## src/erle_pkg.sv

```systemverilog
package erle_pkg;

    // block store geometry
    localparam int BLOCK_ENTRIES = 256;
    localparam int BLOCK_AW      = $clog2(BLOCK_ENTRIES);
    localparam int ENTRY_W       = 16;

    // escape code after reset
    localparam logic [7:0] ESC_RESET = 8'hFF;

    // decoder phases
    localparam logic [3:0] PH_PLAIN  = 4'd0;
    localparam logic [3:0] PH_COUNT  = 4'd1;
    localparam logic [3:0] PH_ESC    = 4'd2;
    localparam logic [3:0] PH_CMD    = 4'd3;
    localparam logic [3:0] PH_NEWESC = 4'd4;
    localparam logic [3:0] PH_PASSES = 4'd5;
    localparam logic [3:0] PH_BLKLEN = 4'd6;
    localparam logic [3:0] PH_BLKVAL = 4'd7;
    localparam logic [3:0] PH_BLKCNT = 4'd8;
    localparam logic [3:0] PH_REPLAY = 4'd9;

    // commands after an escape pair
    localparam logic [7:0] CMD_END     = 8'd0;
    localparam logic [7:0] CMD_NEW_ESC = 8'd1;
    localparam logic [7:0] CMD_BLOCK   = 8'd2;

    // action codes
    localparam logic ACT_DATA = 1'b0;
    localparam logic ACT_TICK = 1'b1;

    // one result item
    typedef struct packed {
        logic       run_valid;
        logic [7:0] run_value;
        logic [8:0] run_length;
        logic       end_of_stream;
        logic       bad_command;
        logic       replay_busy;
        logic       dropped_input;
    } erle_result_t;

    // count byte to length, zero means 256
    function automatic logic [8:0] len_of(input logic [7:0] c);
        len_of = {(c == 8'd0), c};
    endfunction

endpackage

```

## src/erle_ram.sv

```systemverilog
module erle_ram #(
    parameter int WIDTH = 16,
    parameter int DEPTH = 256
) (
    input  logic                     clk,
    input  logic                     we,
    input  logic [$clog2(DEPTH)-1:0] waddr,
    input  logic [WIDTH-1:0]         wdata,
    input  logic [$clog2(DEPTH)-1:0] raddr,
    output logic [WIDTH-1:0]         rdata
);

    logic [WIDTH-1:0] mem [DEPTH];

    // one write port, registered read port
    always_ff @(posedge clk)
    begin
        if (we)
        begin
            mem[waddr] <= wdata;
        end
        rdata <= mem[raddr];
    end

endmodule

```

## src/escape_rle_run_decoder_top.sv

```systemverilog
// channel   direction  handshake              payload
// input     in         in_valid / in_stall    action, data_byte
// output    out        out_valid / out_stall  run_valid, run_value, run_length,
//                                             end_of_stream, bad_command,
//                                             replay_busy, dropped_input
// config    in         cfg_write              cfg_data (initial escape)
//
// one item per cycle sustained while out_stall is low; an item is held in the input
// register and then decoded into the result register.
// the block store is a 256 x 16 ram; its read address is prefetched from the
// next replay position so a replay tick finds its entry already read.
// reset is asynchronous and clears all control state; no clearing pass.
// a stalled output holds its item, the input register keeps one more item,
// and in_stall rises only when both are full.
module escape_rle_run_decoder_top (
    input  logic       clk,
    input  logic       rst_n,
    input  logic       cfg_write,
    input  logic [7:0] cfg_data,
    input  logic       in_valid,
    output logic       in_stall,
    input  logic       action,
    input  logic [7:0] data_byte,
    output logic       out_valid,
    input  logic       out_stall,
    output logic       run_valid,
    output logic [7:0] run_value,
    output logic [8:0] run_length,
    output logic       end_of_stream,
    output logic       bad_command,
    output logic       replay_busy,
    output logic       dropped_input
);

    // input register
    logic       st_valid_reg;
    logic       st_action_reg;
    logic [7:0] st_byte_reg;

    // decoder state
    logic [3:0] phase_reg, phase_next;
    logic [7:0] init_esc_reg;
    logic [7:0] escape_reg, escape_next;
    logic       count_mode_reg, count_mode_next;
    logic [7:0] held_reg, held_next;
    logic [8:0] passes_reg, passes_next;
    logic [8:0] blk_len_reg, blk_len_next;
    logic [8:0] fill_pos_reg, fill_pos_next;
    logic [erle_pkg::BLOCK_AW-1:0] replay_pos_reg, replay_pos_next;
    logic       stream_start_reg, stream_start_next;

    // result register
    logic                  out_valid_reg;
    erle_pkg::erle_result_t res_reg, res_next;
    logic                  has_result;

    // store ports
    logic                              ram_we;
    logic [erle_pkg::BLOCK_AW-1:0]     ram_waddr;
    logic [erle_pkg::ENTRY_W-1:0]      ram_wdata;
    logic [erle_pkg::ENTRY_W-1:0]      ram_rdata;
    logic                              byp_valid_reg;
    logic [erle_pkg::ENTRY_W-1:0]      byp_data_reg;
    logic [erle_pkg::ENTRY_W-1:0]      entry;

    logic       advance;
    logic       in_take;
    logic [8:0] fill_inc;
    logic [8:0] replay_inc;
    logic [8:0] passes_dec;
    logic [7:0] entry_val;
    logic [7:0] entry_cnt;
    logic       entry_done;

    // handshake
    assign advance  = st_valid_reg && (!out_valid_reg || !out_stall);
    assign in_stall = st_valid_reg && !advance;
    assign in_take  = in_valid && !in_stall;

    always_ff @(posedge clk or negedge rst_n)
    begin
        if (!rst_n)
        begin
            st_valid_reg <= 1'b0;
        end
        else if (in_take)
        begin
            st_valid_reg <= 1'b1;
        end
        else if (advance)
        begin
            st_valid_reg <= 1'b0;
        end
    end

    always_ff @(posedge clk)
    begin
        if (in_take)
        begin
            st_action_reg <= action;
            st_byte_reg   <= data_byte;
        end
    end

    // store entry seen by a replay tick, with write bypass
    assign entry = byp_valid_reg ? byp_data_reg : ram_rdata;

    assign fill_inc   = fill_pos_reg + 9'd1;
    assign replay_inc = {1'b0, replay_pos_reg} + 9'd1;
    assign passes_dec = passes_reg - 9'd1;

    // decode one item
    always_comb
    begin
        phase_next        = phase_reg;
        escape_next       = escape_reg;
        count_mode_next   = count_mode_reg;
        held_next         = held_reg;
        passes_next       = passes_reg;
        blk_len_next      = blk_len_reg;
        fill_pos_next     = fill_pos_reg;
        replay_pos_next   = replay_pos_reg;
        stream_start_next = stream_start_reg;
        res_next          = '0;
        ram_we            = 1'b0;
        ram_waddr         = fill_pos_reg[erle_pkg::BLOCK_AW-1:0];
        entry_val         = st_byte_reg;
        entry_cnt         = 8'd1;
        entry_done        = 1'b0;

        if (advance)
        begin
            if (phase_reg == erle_pkg::PH_REPLAY)
            begin
                if (st_action_reg == erle_pkg::ACT_DATA)
                begin
                    res_next.dropped_input = 1'b1;
                end
                else
                begin
                    res_next.run_valid  = 1'b1;
                    res_next.run_value  = entry[15:8];
                    res_next.run_length = erle_pkg::len_of(entry[7:0]);
                    if (replay_inc >= blk_len_reg)
                    begin
                        replay_pos_next = '0;
                        passes_next     = passes_dec;
                        if (passes_dec == 9'd0)
                        begin
                            phase_next = erle_pkg::PH_PLAIN;
                        end
                    end
                    else
                    begin
                        replay_pos_next = replay_inc[erle_pkg::BLOCK_AW-1:0];
                    end
                end
            end
            else if (st_action_reg == erle_pkg::ACT_DATA)
            begin
                stream_start_next = 1'b0;
                case (phase_reg)
                    erle_pkg::PH_PLAIN:
                    begin
                        if (st_byte_reg != escape_reg)
                        begin
                            if (count_mode_reg)
                            begin
                                held_next  = st_byte_reg;
                                phase_next = erle_pkg::PH_COUNT;
                            end
                            else
                            begin
                                res_next.run_valid  = 1'b1;
                                res_next.run_value  = st_byte_reg;
                                res_next.run_length = 9'd1;
                            end
                        end
                        else
                        begin
                            phase_next = erle_pkg::PH_ESC;
                        end
                    end
                    erle_pkg::PH_COUNT:
                    begin
                        res_next.run_valid  = 1'b1;
                        res_next.run_value  = held_reg;
                        res_next.run_length = erle_pkg::len_of(st_byte_reg);
                        phase_next          = erle_pkg::PH_PLAIN;
                    end
                    erle_pkg::PH_ESC:
                    begin
                        if (st_byte_reg != escape_reg)
                        begin
                            // toggle count mode, then a literal in the new mode
                            count_mode_next = !count_mode_reg;
                            if (!count_mode_reg)
                            begin
                                held_next  = st_byte_reg;
                                phase_next = erle_pkg::PH_COUNT;
                            end
                            else
                            begin
                                res_next.run_valid  = 1'b1;
                                res_next.run_value  = st_byte_reg;
                                res_next.run_length = 9'd1;
                                phase_next          = erle_pkg::PH_PLAIN;
                            end
                        end
                        else
                        begin
                            phase_next = erle_pkg::PH_CMD;
                        end
                    end
                    erle_pkg::PH_CMD:
                    begin
                        if (st_byte_reg == erle_pkg::CMD_NEW_ESC)
                        begin
                            phase_next = erle_pkg::PH_NEWESC;
                        end
                        else if (st_byte_reg == erle_pkg::CMD_BLOCK)
                        begin
                            phase_next = erle_pkg::PH_PASSES;
                        end
                        else
                        begin
                            // end of stream, clean or with an error
                            res_next.end_of_stream = (st_byte_reg == erle_pkg::CMD_END);
                            res_next.bad_command   = (st_byte_reg != erle_pkg::CMD_END);
                            phase_next        = erle_pkg::PH_PLAIN;
                            escape_next       = init_esc_reg;
                            count_mode_next   = 1'b0;
                            stream_start_next = 1'b1;
                        end
                    end
                    erle_pkg::PH_NEWESC:
                    begin
                        escape_next = st_byte_reg;
                        phase_next  = erle_pkg::PH_PLAIN;
                    end
                    erle_pkg::PH_PASSES:
                    begin
                        passes_next = erle_pkg::len_of(st_byte_reg);
                        phase_next  = erle_pkg::PH_BLKLEN;
                    end
                    erle_pkg::PH_BLKLEN:
                    begin
                        blk_len_next  = erle_pkg::len_of(st_byte_reg);
                        fill_pos_next = 9'd0;
                        phase_next    = erle_pkg::PH_BLKVAL;
                    end
                    erle_pkg::PH_BLKVAL:
                    begin
                        if (count_mode_reg)
                        begin
                            held_next  = st_byte_reg;
                            phase_next = erle_pkg::PH_BLKCNT;
                        end
                        else
                        begin
                            entry_val  = st_byte_reg;
                            entry_cnt  = 8'd1;
                            entry_done = 1'b1;
                        end
                    end
                    erle_pkg::PH_BLKCNT:
                    begin
                        entry_val  = held_reg;
                        entry_cnt  = st_byte_reg;
                        entry_done = 1'b1;
                    end
                    default:
                    begin
                        phase_next = erle_pkg::PH_PLAIN;
                    end
                endcase

                // block value complete: emit, store, step the fill
                if (entry_done)
                begin
                    res_next.run_valid  = 1'b1;
                    res_next.run_value  = entry_val;
                    res_next.run_length = erle_pkg::len_of(entry_cnt);
                    ram_we              = 1'b1;
                    fill_pos_next       = fill_inc;
                    if (fill_inc >= blk_len_reg)
                    begin
                        passes_next = passes_dec;
                        if (passes_dec == 9'd0)
                        begin
                            phase_next = erle_pkg::PH_PLAIN;
                        end
                        else
                        begin
                            replay_pos_next = '0;
                            phase_next      = erle_pkg::PH_REPLAY;
                        end
                    end
                    else
                    begin
                        phase_next = erle_pkg::PH_BLKVAL;
                    end
                end
            end
        end

        res_next.replay_busy = (phase_next == erle_pkg::PH_REPLAY);
        ram_wdata  = {entry_val, entry_cnt};
        has_result = res_next.run_valid || res_next.end_of_stream
                     || res_next.bad_command || res_next.dropped_input;
    end

    // block store, read address follows the next replay position
    erle_ram #(
        .WIDTH (erle_pkg::ENTRY_W),
        .DEPTH (erle_pkg::BLOCK_ENTRIES)
    ) u_store (
        .clk   (clk),
        .we    (ram_we),
        .waddr (ram_waddr),
        .wdata (ram_wdata),
        .raddr (replay_pos_next),
        .rdata (ram_rdata)
    );

    // bypass for a write to the address being read
    always_ff @(posedge clk or negedge rst_n)
    begin
        if (!rst_n)
        begin
            byp_valid_reg <= 1'b0;
        end
        else
        begin
            byp_valid_reg <= ram_we && (ram_waddr == replay_pos_next);
        end
    end

    always_ff @(posedge clk)
    begin
        byp_data_reg <= ram_wdata;
    end

    // decoder state and configuration
    always_ff @(posedge clk or negedge rst_n)
    begin
        if (!rst_n)
        begin
            phase_reg        <= erle_pkg::PH_PLAIN;
            init_esc_reg     <= erle_pkg::ESC_RESET;
            escape_reg       <= erle_pkg::ESC_RESET;
            count_mode_reg   <= 1'b0;
            held_reg         <= 8'd0;
            passes_reg       <= 9'd0;
            blk_len_reg      <= 9'd0;
            fill_pos_reg     <= 9'd0;
            replay_pos_reg   <= '0;
            stream_start_reg <= 1'b1;
        end
        else
        begin
            phase_reg        <= phase_next;
            count_mode_reg   <= count_mode_next;
            held_reg         <= held_next;
            passes_reg       <= passes_next;
            blk_len_reg      <= blk_len_next;
            fill_pos_reg     <= fill_pos_next;
            replay_pos_reg   <= replay_pos_next;
            stream_start_reg <= stream_start_next;
            if (cfg_write)
            begin
                init_esc_reg <= cfg_data;
            end
            if (cfg_write && stream_start_reg)
            begin
                escape_reg <= cfg_data;
            end
            else
            begin
                escape_reg <= escape_next;
            end
        end
    end

    // result register
    always_ff @(posedge clk or negedge rst_n)
    begin
        if (!rst_n)
        begin
            out_valid_reg <= 1'b0;
        end
        else if (advance)
        begin
            out_valid_reg <= has_result;
        end
        else if (!out_stall)
        begin
            out_valid_reg <= 1'b0;
        end
    end

    always_ff @(posedge clk)
    begin
        if (advance && has_result)
        begin
            res_reg <= res_next;
        end
    end

    assign out_valid     = out_valid_reg;
    assign run_valid     = res_reg.run_valid;
    assign run_value     = res_reg.run_value;
    assign run_length    = res_reg.run_length;
    assign end_of_stream = res_reg.end_of_stream;
    assign bad_command   = res_reg.bad_command;
    assign replay_busy   = res_reg.replay_busy;
    assign dropped_input = res_reg.dropped_input;

    // a run never has zero length
    assert property (@(posedge clk) disable iff (!rst_n)
        out_valid_reg && res_reg.run_valid |-> res_reg.run_length != 9'd0)
        else $error("run with zero length");

    // a discarded byte only happens while a replay is pending
    assert property (@(posedge clk) disable iff (!rst_n)
        out_valid_reg && res_reg.dropped_input |-> res_reg.replay_busy)
        else $error("dropped byte outside replay");

    // replay always has passes left
    assert property (@(posedge clk) disable iff (!rst_n)
        phase_reg == erle_pkg::PH_REPLAY |-> passes_reg != 9'd0)
        else $error("replay with no passes left");

    // filling stays inside the block
    assert property (@(posedge clk) disable iff (!rst_n)
        (phase_reg == erle_pkg::PH_BLKVAL || phase_reg == erle_pkg::PH_BLKCNT)
        |-> fill_pos_reg < blk_len_reg)
        else $error("fill position past block length");

endmodule
```

## config.mk

```make
export PLATFORM = sky130hd
export DESIGN_NAME = escape_rle_run_decoder_top
export DESIGN_NICKNAME = d
export VERILOG_FILES = /design/src/erle_pkg.sv /design/src/erle_ram.sv /design/src/escape_rle_run_decoder_top.sv
export SDC_FILE = /design/constraint.sdc
export NUM_CORES = 2
export LEC_CHECK = 0
export BUFFER_PORTS_ARGS = -buffer_cell sky130_fd_sc_hd__buf_2
export CAP_MARGIN = 20
export CORE_MARGIN = 8
export CORE_UTILIZATION = 40
export CTS_BUF_LIST = sky130_fd_sc_hd__clkbuf_2
export CTS_CLUSTER_DIAMETER = 50
export DETAILED_ROUTE_END_ITERATION = 16
export SLEW_MARGIN = 30
export SYNTH_ARGS = -nofsm -noshare
export SYNTH_HDL_FRONTEND = slang
export SYNTH_SLANG_ARGS = --single-unit
```

## constraint.sdc

```tcl
create_clock -name clk -period 13.83 [get_ports clk]
set_clock_uncertainty 0.1 [all_clocks]
set_input_delay 1.383 -clock clk [delete_from_list [all_inputs] [get_ports clk]]
set_output_delay 1.383 -clock clk [all_outputs]
set_load 0.02 [all_outputs]
```

**Yosys cells after proc, flatten, opt, wreduce, memory -nomap -nowiden**

Memories as Yosys holds them, arrays and structs flattened. A register that Yosys moved wholly into a read port is not among the register bits.
Index checks and enable logic that the tools add are counted.

- Memories kept: 1
- Flip-flop bits (word level): 115
- Output and inout port bits: 24
- Word-level logic and storage cells: 189
- RAM bits: 4096
- Input port bits: 22

- Bitwise logic cells: 2
- Multiplexer cells: 97
- Reductions and logical operators: 34
- Eq/ne operators: 27
- Add/subtract/negate cells: 3
- $lt $le $gt $ge: 2

Memory list:

| name | words | bits a word | read ports | clocked after Yosys merged registers in | wr ports | RTL line | text |
|---|---|---|---|---|---|---|---|
| u_store.mem | 256 | 16 | 1 | 1 | 1 | erle_ram.sv:13 | `logic [WIDTH-1:0] mem [DEPTH];` |

Operators with widths:

| kind | number |
|---|---|
| two-way mux 8 bit | 29 |
| two-way mux 18 bit | 7 |
| two-way mux 9 bit | 9 |
| case mux 18 bit (3 select lines) | 1 |
| two-way mux 4 bit | 13 |
| two-way mux 20 bit | 2 |
| case mux 4 bit (7 select lines) | 1 |
| zero test 8 bit | 3 |
| two-way mux 1 bit | 24 |
| case mux 8 bit (3 select lines) | 1 |
| greater-or-equal comparator 9 bit | 2 |
| == test 4 x 3 -> 1 bit, second input constant | 4 |
| two-way mux 16 bit | 1 |
| case mux 8 bit (2 select lines) | 1 |
| AND reduction 7 bit | 2 |
| == test 4 bit, second input constant | 3 |
| inequality test 2 bit, second input constant | 6 |
| AND reduction 4 bit | 3 |
| inequality test 2 x 1 -> 1 bit, second input constant | 5 |
| adder 8 x 1 -> 9 bit, second input constant | 1 |
| adder 9 x 1 -> 9 bit, second input constant | 1 |
| zero test 9 bit | 1 |
| subtractor 9 x 1 -> 9 bit, second input constant | 1 |
| == test 4 x 2 -> 1 bit, second input constant | 2 |
| other kinds (19) | 42 |

**Logic depth before layout (Yosys ltp)**

- Word-level depth: 14
- Gate-level depth with buffers: 26
- Mapped depth without buffers: 18

**Modules after synthesis**

Synthesis repeated with hierarchy kept, for this count alone.

- Cells, all modules: 8066
- Area, all modules: 165381.1 sq um

Modules (own cells, without submodules):

| module | area an instance (sq um) | cells an instance | instances | seq. area each (sq um) |
|---|---|---|---|---|
| erle_ram | 158714.7 | 7360 | 1 | 123318.3 |
| escape_rle_run_decoder_top | 6666.4 | 706 | 1 | 2974.1 |

**Worst setup path after synthesis**

Ideal clock, no wire load.

- Kind: input to register
- From: in out_stall
- To: mem u_store.mem[0][8], data pin
- Required time: 11.533 ns
- Path buffers: 1
- Library setup time: 2.197 ns
- Arrival time: 11.946 ns
- Setup slack: -0.412 ns
- Stages on the path: 5
- Cells stage by stage: a21boi_2 -> nand3_1 -> nor2_1 -> clkbuf_1 -> o21ai_0

- Longest elaborated chain between the ends: 4

RTL lines:

| what | RTL line | text |
|---|---|---|
| start, declared | escape_rle_run_decoder_top.sv:25 | `input logic out_stall,` |
| zero test 1 bit | - |  |
| logical OR 1 bit | escape_rle_run_decoder_top.sv:76 | `assign advance = st_valid_reg && (!out_valid_reg \|\| !out_stall);` |
| logical AND 1 bit | escape_rle_run_decoder_top.sv:76 |  |
| two-way mux 8 bit | escape_rle_run_decoder_top.sv:131 | `if (advance)` |
| net entry_val[0] | escape_rle_run_decoder_top.sv:71 | `logic [7:0] entry_val;` |
| end, declared | erle_ram.sv:13 |  |

The timed path passes the listed nets, and every way through them passes these cells.

**Worst setup path in the final report**

- From: reg replay_pos_reg[0] (netlist name)
- To: reg u_store.rdata[9], read port of u_store.mem

- Longest elaborated chain between the ends: 6
- Elaborated cells between the ends (all ways): 10
- Those cells by class: 1 x add/sub; 1 x order compare; 8 x mux

RTL lines:

| what | RTL line | text |
|---|---|---|
| start, declared | escape_rle_run_decoder_top.sv:49 | `logic [erle_pkg::BLOCK_AW-1:0] replay_pos_reg, replay_pos_next;` |
| start signal, assigned | escape_rle_run_decoder_top.sv:368 | `replay_pos_reg <= replay_pos_next;` |
| adder 8 x 1 -> 9 bit or two-way mux 8 bit (tied branches) | escape_rle_run_decoder_top.sv:109, escape_rle_run_decoder_top.sv:289 |  |
| greater-or-equal comparator 9 bit or two-way mux 8 bit (tied branches) | escape_rle_run_decoder_top.sv:144, escape_rle_run_decoder_top.sv:286 |  |
| two-way mux 8 bit (on tied branches) | escape_rle_run_decoder_top.sv:144, escape_rle_run_decoder_top.sv:279 |  |
| two-way mux 8 bit (on tied branches) | escape_rle_run_decoder_top.sv:135, escape_rle_run_decoder_top.sv:159 |  |
| two-way mux 8 bit | escape_rle_run_decoder_top.sv:133 | `if (phase_reg == erle_pkg::PH_REPLAY)` |
| two-way mux 8 bit * | escape_rle_run_decoder_top.sv:131 |  |
| end, declared | erle_ram.sv:10 | `output logic [WIDTH-1:0] rdata` |

Every way passes the cells marked *; elsewhere a longest branch is shown, timed or not.
A chain may end at the register's enable or synchronous reset.

==> flow_summary.json <==
{
  "outcome": "finished, final reports clean",
  "insertion_delay_ns": 2.35,
  "design_area_mm2": 0.185,
  "die-area_mm2": 0.438,
  "ys_top_cells_by_count": "edfxtp_1 (4127), nand2_1 (1139), a21oi_1 (666), mux4_2 (457), mux2i_1 (454)",
  "place_congestion": 0.926,
  "initial_core_util": 0.401,
  "largest_reg_flops": 4096,
  "post_drt_wl_per_cell_um": 33.3,
  "core-area_mm2": 0.416,
  "path_buf_inv": 4,
  "critPathSlowestCell": "nor4_2",
  "synth_area_leader_cell": "edfxtp_1",
  "io_pins": 46,
  "cp_max_fo": 100,
  "layout-drive-gt1-share": 0.258,
  "drtIter0Drc": 15500,
  "finalWirelength_mm": 566,
  "syn_to_final_growth_pct": 11.1,
  "numPortBuffers": 45,
  "clock.fmax_mhz": 113,
  "p_int_w": 0.0201,
  "setup_viol": 0,
  "total_power_w": 0.0312,
  "whs_ns": 0.276,
  "ant_nets": 0,
  "crit_arrival_ns": 10.78,
  "cp.required_ns": 15.74,
  "p_leak_nw": 62.4,
  "clock_path_buffers": 5,
  "endpoint_kind": "flop",
  "grt_pass1_wl_mm": 780,
  "antenna_found_initial": 43,
  "fin_ws_ns": 4.97,
  "syn_avg_cell_area_um2": 17.2,
  "cts_setup_buffers": 0,
  "drc": 0,
  "ir_worst_vdd_v": 0.000190,
  "synth.top_cells.by_area": "edfxtp_1 (74%), mux4_2 (6.2%), mux2i_1 (2.7%)",
  "numCtsBuffers": 1130,
  "post_dp_cell_area_mm2": 0.175,
  "p_switching_w": 0.0111,
  "synthArstFlopShare": 0.0161,
  "multi_input_area_mm2": 0.0378,
  "synth_edf_count": 4127,
  "maxSlewHeadroom": 0.234,
  "clkTransAtPathRegs_ns": 0.11,
  "cts_tree": "yes",
  "cpPeakStageDelay_ns": 0.95,
  "layout_min_cycle_time_ns": 8.86,
  "grt_max_degree": 194,
  "cpLargestDelayFamily": "simple AND/OR/NAND/NOR gates",
  "clock-sinks": 4227,
  "grt_overflow": 0,
  "start_kind": "flop",
  "row_count": 237,
  "finalMaxSlewViolations": 0,
  "synth_cell_type_count": 109,
  "track_usage": 0.253,
  "cts-root-buf": "clkbuf_2",
  "power.density_mw_per_mm2": 168,
  "maxCapViolations": 0,
  "netlist_area_mm2": 0.167,
  "dr.pass1.iters": 8,
  "vias": 103000,
  "nets": 10800,
  "hold_violations": 0,
  "seq_area_mm2": 0.126,
  "synthesis.nets": 9762,
  "p_comb_frac": 0.269,
  "place_hpwl_mm": 331,
  "synth_top_area_share": 0.743,
  "vias_per_cell": 6.09,
  "ys_seq_area_frac": 0.757,
  "synth_cells": 9714,
  "die_x_um": 662,
  "grt_pass1_vias": 101000,
  "critical_path_class": "flop to flop",
  "post-place-ws_ns": 5.31,
  "worstMarginPinSlew_ns": 1.15,
  "ys_seq_elements": 4227,
  "p_clk_frac": 0.266,
  "die_h_um": 662,
  "htreeDepth": 7,
  "ys.flop_type": "edfxtp_1",
  "finalCritPeriodShare": 0.641,
  "rsz0062_at_grt": "no",
  "seqPwrFrac": 0.465,
  "nFillCells": 36500,
  "switching_share": 0.354,
  "yosys_warnings": 0,
  "post-synth-top-count-cell": "edfxtp_1",
  "crit_chain": "and3_1 -> nand3_1 -> nor2_1 -> xnor2_1 -> inv_1 -> ha_1 -> and3_1 -> nand4_1 -> o221ai_2 -> o41ai_2 -> a211oi_4 -> buf_12 -> buf_4 -> buf_12 -> mux4_2 -> a22o_1 -> nand3_1 -> o221ai_1 -> nor4_2 -> nand4_1",
  "min_path_type": "primary input to asynchronous set/reset pin"
}
## path summary, 6_finish.rpt
kind | start | to | slack, ns | cells past startpoint
worst max-delay path | replay_pos_reg[0] | u_store.rdata[9] | 4.97 | 20
worst min-delay path | rst_n | held_reg[1] | 0.28 | 4
worst max register to register | replay_pos_reg[0] | u_store.rdata[9] | 4.97 | 20
worst min register to register | held_reg[0] | held_reg[0] | 0.42 | 2
max in group asynchronous | rst_n | held_reg[3] | 12.73 | 4
min in group clk | action | st_action_reg | 0.33 | 3
## power groups by stage
stage                     Sequential (W)  Combinational, W  Clock (W)
final                             0.0145           0.00840    0.00830
after global routing              0.0145           0.00867    0.00907
after CTS                         0.0145           0.00824    0.00844
after detailed placement          0.0148           0.00819          0
after global placement            0.0148           0.00809          0
after floorplan                   0.0148           0.00523          0
## placed cells by master, fill, tap and decap left out, types with 47 or more instances in the layout
master	instances
nor2_2	70
dfrtp_1	50
nand2_1	1119
a22oi_1	262
nor2_1	267
o21ai_0	57
mux4_2	457
buf_4	453
o22ai_1	154
edfxtp_1	4127
a21oi_1	648
a32oi_1	48
nand3_1	244
mux2i_1	454
a21boi_0	48
clkinv_1	147
a31oi_1	54
clkbuf_2	1575
dlygate4sd3_1	51
a221oi_1	101
buf_2	47
## cell type report
cell class,count,area share
inverters,34,0.000770
multi-input cells,4814,0.204
flip-flops and latches,4227,0.682
diodes,35,0.000473
clock buffers,1575,0.0426
repair buffers,594,0.0266
clock inverters,206,0.00679
well taps,5497,0.0371
## per-layer routing
layer  global-route usage  share of wire  routed length [um]
met1                0.327           0.37              209000
met2                0.378           0.45              253000
met3               0.0877           0.13               74000
met4                0.133          0.054               30400
met5                    0        0.00078                 441
## kinds of logic (layout without fill, tap and decap cells)
group,count (synthesis),in the layout,share of synthesized area
adder cells (fa/ha/maj),26,26,0.00195
other,0,35,0
buffers and inverters,673,2409,0.0232
AND/OR/NAND/NOR,1991,1991,0.0507
AO/OA/AOI/OAI,1818,1818,0.0734
flip-flops,4227,4227,0.757
XOR/XNOR,33,33,0.00173
multiplexers,946,946,0.0916
## per-stage QoR
step | cells | TNS, ns | util
global placement | 15100 | 0 | 0.420
global route | 17000 | 0 | 0.445
detailed placement | 15100 | 0 | 0.421
finish | 17000 | 0 | 0.446
CTS | 16900 | 0 | 0.445
floorplan | 9714 | -211.19 | -
## tightest hold or removal path: stages
cell	delay [ns]
dlygate4sd3_1	0.52
buf_2	0.09
dlygate4sd3_1	0.55
buf_6	0.54
## repair_timing
item                      4_1_cts  5_1_grt
resized for setup               0        0
hold endpoints to repair      147        0
hold buffers                   51        0
Power figures use the tool's default switching activity.
